File: config.mk
export PLATFORM = sky130hd
export DESIGN_NAME = positional_list_engine_unit
export DESIGN_NICKNAME = d
export VERILOG_FILES = /design/src/hdl/ple_pkg.sv /design/src/hdl/ple_ctrl.sv /design/src/hdl/ple_dpath.sv /design/src/hdl/positional_list_engine_unit.sv
export VERILOG_INCLUDE_DIRS = /design/src /design/src/hdl
export SDC_FILE = /design/constraint.sdc
export NUM_CORES = 2
export LEC_CHECK = 0
export ABC_CLOCK_PERIOD_IN_PS = 5600
export BUFFER_PORTS_ARGS = -buffer_cell sky130_fd_sc_hd__buf_2
export CAP_MARGIN = 10
export CORE_MARGIN = 5
export CORE_UTILIZATION = 35
export DETAILED_ROUTE_END_ITERATION = 6
export PLACE_DENSITY = 0.57
export REMOVE_ABC_BUFFERS = 1
export SYNTH_ARGS = -nofsm -noshare
export SYNTH_HDL_FRONTEND = slang
export SYNTH_SLANG_ARGS = --single-unit
File: constraint.sdc
create_clock -name clk -period 5.6 [get_ports clk]
set_input_delay 0.28 -clock clk [delete_from_list [all_inputs] [get_ports clk]]
set_output_delay 0.28 -clock clk [all_outputs]
set_load 0.05 [all_outputs]
File: src/hdl/assert_macros.svh
// Assertion macros used by the top-level RTL file.
`ifndef ASSERT_MACROS_SVH
`define ASSERT_MACROS_SVH

// Property checked on every rising edge, off while reset is asserted.
`define PLE_ASSERT(label, clk, rst_n, prop, msg) \
	label: assert property (@(posedge clk) disable iff (!rst_n) (prop)) else $error(msg);

// Condition that must never hold outside reset.
`define PLE_NEVER(label, clk, rst_n, cond, msg) \
	`PLE_ASSERT(label, clk, rst_n, !(cond), msg)

`endif

File: src/hdl/ple_pkg.sv
// Types and codes shared by the positional list engine modules.
`timescale 1ns / 1ps

package ple_pkg;

	typedef enum logic [2:0] {
		OP_INS_FIRST = 3'd0,
		OP_INS_LAST  = 3'd1,
		OP_INS_POS   = 3'd2,
		OP_DEL_FIRST = 3'd3,
		OP_DEL_LAST  = 3'd4,
		OP_DEL_POS   = 3'd5,
		OP_LIST      = 3'd6,
		OP_COUNT     = 3'd7
	} ple_op_t;

	typedef enum logic [1:0] {
		ST_OK     = 2'd0,
		ST_BADPOS = 2'd1,
		ST_FULL   = 2'd2,
		ST_EMPTY  = 2'd3
	} ple_status_t;

	typedef enum logic {
		S_IDLE = 1'b0,
		S_LIST = 1'b1
	} ple_state_t;

	// controller -> datapath
	typedef struct packed {
		logic load;  // take the input word, apply the edit
		logic step;  // emit the head entry and rotate the chain
	} ple_cmd_t;

	// datapath -> controller
	typedef struct packed {
		logic out_free;    // output register can take a word this cycle
		logic list_start;  // input word is a list of a non-empty list
		logic rem_last;    // one entry left to stream
	} ple_stat_t;

endpackage

File: src/hdl/ple_ctrl.sv
// Controller state machine of the positional list engine.
`timescale 1ns / 1ps

module ple_ctrl
	import ple_pkg::*;
(
	input  logic      clk,
	input  logic      arst_n,
	input  logic      in_valid,
	input  ple_stat_t stat,
	output ple_cmd_t  cmd,
	output logic      in_ready
);

	ple_state_t state_q, state_nxt;

	always_ff @(posedge clk or negedge arst_n) begin
		if (!arst_n) begin
			state_q <= S_IDLE;
		end else begin
			state_q <= state_nxt;
		end
	end

	always_comb begin
		state_nxt = state_q;
		unique case (state_q)
			S_IDLE: begin
				if (in_valid && stat.out_free && stat.list_start) begin
					state_nxt = S_LIST;
				end
			end
			S_LIST: begin
				if (stat.out_free && stat.rem_last) begin
					state_nxt = S_IDLE;
				end
			end
			default: state_nxt = S_IDLE;
		endcase
	end

	always_comb begin
		cmd      = '0;
		in_ready = 1'b0;
		unique case (state_q)
			S_IDLE: begin
				in_ready = stat.out_free;
				cmd.load = in_valid && stat.out_free;
			end
			S_LIST: begin
				cmd.step = stat.out_free;
			end
			default: begin
				cmd      = '0;
				in_ready = 1'b0;
			end
		endcase
	end

endmodule

File: src/hdl/ple_dpath.sv
// Datapath of the positional list engine: chain of entry cells, count, output register.
`timescale 1ns / 1ps

module ple_dpath
	import ple_pkg::*;
#(
	parameter int CAPACITY = 16
) (
	input  logic                               clk,
	input  logic                               arst_n,
	input  ple_cmd_t                           cmd,
	output ple_stat_t                          stat,
	input  logic [2:0]                         op,
	input  logic signed [31:0]                 value,
	input  logic [7:0]                         position,
	input  logic                               out_ready,
	output logic                               out_valid,
	output logic signed [31:0]                 item_value,
	output logic                               has_value,
	output logic [$clog2(CAPACITY+1)-1:0]      entry_count,
	output logic [1:0]                         status,
	output logic                               last
);

	localparam int CW = $clog2(CAPACITY + 1);
	localparam int IW = (CAPACITY > 1) ? $clog2(CAPACITY) : 1;
	localparam int PW = ((CW > 8) ? CW : 8) + 1;

	logic [31:0]   cell_q [CAPACITY];
	logic [CW-1:0] count_q, cnt_nxt, rem_q;
	logic          out_valid_q;

	logic signed [31:0] item_value_q;
	logic               has_value_q;
	logic [CW-1:0]      entry_count_q;
	logic [1:0]         status_q;
	logic               last_q;

	ple_op_t       op_e;
	ple_status_t   st;
	logic          edit_ins, edit_del;
	logic [IW-1:0] edit_idx, rot_end;
	logic [PW-1:0] pos_w, cnt_w;
	logic          full, empty;

	assign op_e    = ple_op_t'(op);
	assign pos_w   = PW'(position);
	assign cnt_w   = PW'(count_q);
	assign full    = (count_q == CW'(CAPACITY));
	assign empty   = (count_q == '0);
	assign rot_end = IW'(count_q - CW'(1));

	assign stat.out_free   = !out_valid_q || out_ready;
	assign stat.list_start = (op_e == OP_LIST) && !empty;
	assign stat.rem_last   = (rem_q == CW'(1));

	always_comb begin
		edit_ins = 1'b0;
		edit_del = 1'b0;
		edit_idx = '0;
		st       = ST_OK;
		cnt_nxt  = count_q;
		unique case (op_e)
			OP_INS_FIRST, OP_INS_LAST, OP_INS_POS: begin
				if (full) begin
					st = ST_FULL;
				end else if (op_e == OP_INS_POS &&
					(pos_w == '0 || pos_w > cnt_w + PW'(1))) begin
					st = ST_BADPOS;
				end else begin
					edit_ins = 1'b1;
					cnt_nxt  = count_q + CW'(1);
					priority if (op_e == OP_INS_FIRST) begin
						edit_idx = '0;
					end else if (op_e == OP_INS_LAST) begin
						edit_idx = IW'(count_q);
					end else begin
						edit_idx = IW'(pos_w - PW'(1));
					end
				end
			end
			OP_DEL_FIRST, OP_DEL_LAST, OP_DEL_POS: begin
				if (empty) begin
					st = ST_EMPTY;
				end else if (op_e == OP_DEL_POS && (pos_w == '0 || pos_w > cnt_w)) begin
					st = ST_BADPOS;
				end else begin
					edit_del = 1'b1;
					cnt_nxt  = count_q - CW'(1);
					priority if (op_e == OP_DEL_FIRST) begin
						edit_idx = '0;
					end else if (op_e == OP_DEL_LAST) begin
						edit_idx = rot_end;
					end else begin
						edit_idx = IW'(pos_w - PW'(1));
					end
				end
			end
			OP_LIST, OP_COUNT: begin
				st = ST_OK;
			end
			default: st = ST_OK;
		endcase
	end

	// each cell sees only its neighbors and the head
	for (genvar gi = 0; gi < CAPACITY; gi++) begin : g_cell
		logic [31:0] prv, nxt;
		if (gi == 0) begin : g_head
			assign prv = cell_q[0];
		end else begin : g_body
			assign prv = cell_q[gi-1];
		end
		if (gi == CAPACITY - 1) begin : g_tail
			assign nxt = cell_q[gi];
		end else begin : g_inner
			assign nxt = cell_q[gi+1];
		end

		always_ff @(posedge clk) begin
			if (cmd.load && edit_ins) begin
				if (IW'(gi) == edit_idx) begin
					cell_q[gi] <= value;
				end else if (IW'(gi) > edit_idx) begin
					cell_q[gi] <= prv;
				end
			end else if (cmd.load && edit_del) begin
				if (IW'(gi) >= edit_idx) begin
					cell_q[gi] <= nxt;
				end
			end else if (cmd.step) begin
				if (IW'(gi) == rot_end) begin
					cell_q[gi] <= cell_q[0];
				end else if (IW'(gi) < rot_end) begin
					cell_q[gi] <= nxt;
				end
			end
		end
	end

	always_ff @(posedge clk or negedge arst_n) begin
		if (!arst_n) begin
			count_q     <= '0;
			rem_q       <= '0;
			out_valid_q <= 1'b0;
		end else begin
			if (cmd.load) begin
				count_q <= cnt_nxt;
			end
			if (cmd.load && stat.list_start) begin
				rem_q <= count_q;
			end else if (cmd.step) begin
				rem_q <= rem_q - CW'(1);
			end
			if ((cmd.load && !stat.list_start) || cmd.step) begin
				out_valid_q <= 1'b1;
			end else if (out_ready) begin
				out_valid_q <= 1'b0;
			end
		end
	end

	always_ff @(posedge clk) begin
		if (cmd.load && !stat.list_start) begin
			item_value_q  <= '0;
			has_value_q   <= 1'b0;
			entry_count_q <= cnt_nxt;
			status_q      <= st;
			last_q        <= 1'b1;
		end else if (cmd.step) begin
			item_value_q  <= cell_q[0];
			has_value_q   <= 1'b1;
			entry_count_q <= count_q;
			status_q      <= ST_OK;
			last_q        <= stat.rem_last;
		end
	end

	assign out_valid   = out_valid_q;
	assign item_value  = item_value_q;
	assign has_value   = has_value_q;
	assign entry_count = entry_count_q;
	assign status      = status_q;
	assign last        = last_q;

endmodule

File: src/hdl/positional_list_engine_unit.sv
// Top level of the positional list engine: ordered list of signed words with positional edits.
//
//   channel | words                              | handshake
//   in      | op, value, position                | in_valid / in_ready
//   out     | item_value, has_value, entry_count,| out_valid / out_ready
//           | status, last                       |
//
// Edits, count and errors give one registered result word per input word.
// List streams one entry per cycle, while out_ready allows, from the head of the cell chain,
// which rotates back into order once every entry has streamed; input is held off meanwhile.
// A single output register separates the sides; a new word is taken while
// the previous result is being taken. Stalls on out_ready stall everything.
// Reset clears the count and control; cell contents are not cleared.
`timescale 1ns / 1ps
`include "assert_macros.svh"

module positional_list_engine_unit
	import ple_pkg::*;
#(
	parameter int CAPACITY = 16
) (
	input  logic                          clk,
	input  logic                          arst_n,
	input  logic                          in_valid,
	output logic                          in_ready,
	input  logic [2:0]                    op,
	input  logic signed [31:0]            value,
	input  logic [7:0]                    position,
	output logic                          out_valid,
	input  logic                          out_ready,
	output logic signed [31:0]            item_value,
	output logic                          has_value,
	output logic [$clog2(CAPACITY+1)-1:0] entry_count,
	output logic [1:0]                    status,
	output logic                          last
);

	ple_cmd_t  cmd;
	ple_stat_t stat;

	ple_ctrl u_ctrl (
		.clk      (clk),
		.arst_n   (arst_n),
		.in_valid (in_valid),
		.stat     (stat),
		.cmd      (cmd),
		.in_ready (in_ready)
	);

	ple_dpath #(
		.CAPACITY (CAPACITY)
	) u_dpath (
		.clk         (clk),
		.arst_n      (arst_n),
		.cmd         (cmd),
		.stat        (stat),
		.op          (op),
		.value       (value),
		.position    (position),
		.out_ready   (out_ready),
		.out_valid   (out_valid),
		.item_value  (item_value),
		.has_value   (has_value),
		.entry_count (entry_count),
		.status      (status),
		.last        (last)
	);

	`PLE_ASSERT(a_ready_needs_room, clk, arst_n, in_ready |-> (!out_valid || out_ready), "in_ready while output word blocked")
	`PLE_NEVER(a_count_bound, clk, arst_n, out_valid && (entry_count > ($clog2(CAPACITY+1))'(CAPACITY)), "entry_count above capacity")
	`PLE_ASSERT(a_entry_ok, clk, arst_n, (out_valid && has_value) |-> (status == ST_OK), "list word with error status")
	`PLE_ASSERT(a_single_last, clk, arst_n, (out_valid && !has_value) |-> last, "non-list word without last")

endmodule
==> out/results.txt <==
status: complete, no violations
Internal Power: 12.0 mW
port bufs: 89
final setup vio count: 0
crit-path max FO: 18
combinational power share: 0.376
synth unique cells: 86
Post-CTS Setup Repair Bufs: 0
Post-Place Cells: 4243
Layout Skew: 30.0 ps
Die Span X: 316 µm
filler cell count in the final layout: 9094
Layout area overhead: 12.5%
synthesized instance count: 3129
Max Fclk: 0.199 GHz
RSZ-0062 raised after global routing: false
final-stage net count: 3126
post-synthesis async set-or-reset flop share: 0.0212
share of cells above drive strength 1: 0.143
Die Area: 99700 µm²
Total GRT Usage: 0.244
first-pass GRT wire length: 183 mm
worst r2r src: u_dpath.count_q[0]
Post-synth top flop: edfxtp_1
post-CTS sizing: 0
Tot Pwr: 20.7 mW
commonest cells in the netlist: edfxtp_1 (519), nand2_1 (352), mux2i_1 (340)
Clk pin slew, worst setup/hold paths: 60 ps
Startpoint Class: register
Yosys reg bits: 565
Hold Fails Final Rpt: 0
Starting Density: 0.352
yosys warns: 0
largest net degree at the start of global routing: 65
EDFF count, synth: 519
Pleak: 13.3 nW
sw power: 8.70 mW
vias: 27400
Rel. slew slack: 0.148
clock buffer depth: 3
Reg2Reg Depth: 15
Num CTS Buffers: 68
Flop pwr share: 0.406
DRT Pass-1 Iters: 6
Peak VDD IR: 0.352 mV
Slew Viols, Final: 0
Tcrit/Tclk final: 0.895
Sw Ratio: 0.420
gr ovfl total: 0
initial DRC count: 3667
# DRC: 0
HPWL Detailed: 76.7 mm
top cell type by total area after synthesis: edfxtp_1
average size of a mapped cell: 10.5 µm²
core area: 93000 µm²
I/O Pins: 90
Critical Path AT: 5350 ps
Req. time, crit path: 5940 ps
post-route ant nets: 0
root buffer cell: clkbuf_16
CTS tree: done
H-Tree Depth: 3
std cell rows: 112
clock latency at the later pin of the worst-skew pair: 620 ps
Least-Margin Pin Slew: 1280 ps
minimum clock period after layout: 5010 ps
top cells by area, synth: edfxtp_1 (48%), mux2i_1 (10%), nand2_1 (4.0%)
worst hold path startpoint: out_ready
R2R Path End: u_dpath.cell_q[0][252]
GP Congestion: 0.890
Sink Count: 565
clock group share of total power: 0.218
Min-Delay Endpoint: u_ctrl.state_q
DR WL/cell: 29.0 µm
WS Path Type: reg2reg
Layout Cells excl Fill: 4371
max cap viols: 0
register area share after synthesis: 0.506
Hold Crit Depth: 4
initial antenna violation count: 9
Via density: 6.28
worst reg2reg setup slack: 590 ps
final WL: 127 mm
HP Class: in2reg
nature of the critical path endpoint: register
Syn Std Cell Area: 32700 µm²
most common cell in the netlist: edfxtp_1
Die Y-Extent: 316 µm
Cell Pwr Density: 564 nW/µm²
area share of the leading cell type in the synthesized netlist: 0.476
number of global-route vias before repair: 26600
[registers in the layout, summed over array words and instances, names as in the netlist]
signal               count
u_dpath.item_value      32
u_dpath.count_q          5
u_dpath.cell_q         512
u_dpath.last             1
u_dpath.entry_count      5
u_dpath.has_value        1
u_ctrl.state_q           1
u_dpath.out_valid        1
u_dpath.rem_q            5
u_dpath.status           2
[cell usage in the layout (no fill, tap or decap), types with 9 or more instances in the layout]
| cell | n |
|---|---|
| nor3_1 | 21 |
| o21ai_0 | 50 |
| dfxtp_1 | 34 |
| buf_4 | 104 |
| clkbuf_1 | 13 |
| ha_1 | 19 |
| mux2_2 | 18 |
| mux2_1 | 18 |
| nand3_1 | 9 |
| o221a_2 | 30 |
| clkinv_2 | 12 |
| clkbuf_16 | 71 |
| mux2i_1 | 340 |
| edfxtp_1 | 519 |
| clkinv_1 | 12 |
| o22ai_1 | 149 |
| buf_12 | 10 |
| nand2_1 | 343 |
| a211oi_1 | 32 |
| buf_2 | 89 |
| a21oi_4 | 12 |
| o41ai_1 | 10 |
| o21a_1 | 38 |
| xnor2_1 | 9 |
| a221o_1 | 32 |
| inv_1 | 86 |
| nor2_4 | 10 |
| a22oi_1 | 134 |
| a22o_1 | 34 |
| a31oi_1 | 39 |
| o221ai_1 | 33 |
| dfrtp_1 | 12 |
| nand2_2 | 9 |
| o21ai_1 | 105 |
| nor2_1 | 199 |
| a31o_1 | 30 |
| a21oi_1 | 242 |
| a32oi_1 | 31 |
[repair_timing]
item	4_1_cts	5_1_grt
setup endpoints to repair	0	0
hold endpoints to repair	12	0
hold buffers	1	0
[final cells by class]
class	count	area (µm²)	area share
flip-flops and latches	565	16600	0.450
multi-input cells	2134	14700	0.398
clock buffers	89	1890	0.0515
well taps	1254	1570	0.0427
repair buffers	204	1440	0.0391
clock inverters	34	327	0.00888
inverters	87	327	0.00888
diodes	4	10.0	0.000272
[logic make-up (layout without fill, tap and decap cells)]
family / after synthesis / in the layout / share of synthesized area
AOI/OAI and AO/OA: 1062 / 1062 / 0.223
and+or+nand+nor: 666 / 666 / 0.0878
DFF: 565 / 565 / 0.506
buffers and inverters: 430 / 414 / 0.0559
muxes: 376 / 376 / 0.116
adders and majority gates: 19 / 19 / 0.00727
xor gates and xnor gates: 11 / 11 / 0.00295
other: 0 / 4 / 0
[stage by stage]
stage / hold WS, ps / util / area [µm²] / TNS (ps) / worst slack (ps)
final: 79.4 / 0.395 / 36800 / 0 / 587
after global routing: 133 / 0.395 / 36800 / 0 / 271
after CTS: 54.6 / 0.395 / 36800 / 0 / 575
after detailed placement: 183 / 0.371 / 34500 / 0 / 596
after global placement: 185 / 0.371 / 34500 / 0 / 760
after floorplan: -15.6 / - / 31200 / -452060 / -3840
[worst max-delay path by stage]
stage | from | endpoint | slack (ps)
6_report | u_dpath.count_q[0] | u_dpath.cell_q[0][252] | 590
5_1_grt | u_dpath.count_q[0] | u_dpath.cell_q[0][225] | 270
4_1_cts | u_dpath.count_q[0] | u_dpath.cell_q[0][252] | 570
3_5_place_dp | u_dpath.count_q[0] | u_dpath.cell_q[0][250] | 600
3_3_place_gp | u_dpath.count_q[0] | u_dpath.cell_q[0][243] | 760
2_1_floorplan | u_dpath.count_q[2] | u_dpath.cell_q[1][32] | -3840
[worst max-delay path: stages, from the launching register on]
cell       delay, ps
dfrtp_1          500
inv_1            230
nor3_1           310
nand3_1          130
ha_1             320
nand4bb_1        160
a211o_1          320
nand2_1           90
o21ai_2           80
buf_4            200
a22oi_2          630
nor4_4           170
nor2_4           700
buf_4            530
mux2i_1          250
o21ai_0           90
[power by group through the flow]
stage	sequential, mW	combinational (mW)	clock [mW]
after global placement	8.38	7.56	0
after floorplan	8.26	4.20	0
final	8.42	7.80	4.51
after global routing	8.56	8.19	4.73
after detailed placement	8.41	7.62	0
after CTS	8.34	7.65	4.55
[routing by layer]
| metal | wire [µm] | up-vias | GRT usage |
|---|---|---|---|
| li1 | - | 11800 | - |
| met4 | 5100 | 10 | 0.0956 |
| met2 | 57600 | 1686 | 0.392 |
| met3 | 13300 | 321 | 0.0548 |
| met1 | 50700 | 13600 | 0.324 |
| met5 | 78 | - | 0 |
Note: power is estimated with default switching activity, not from simulation.
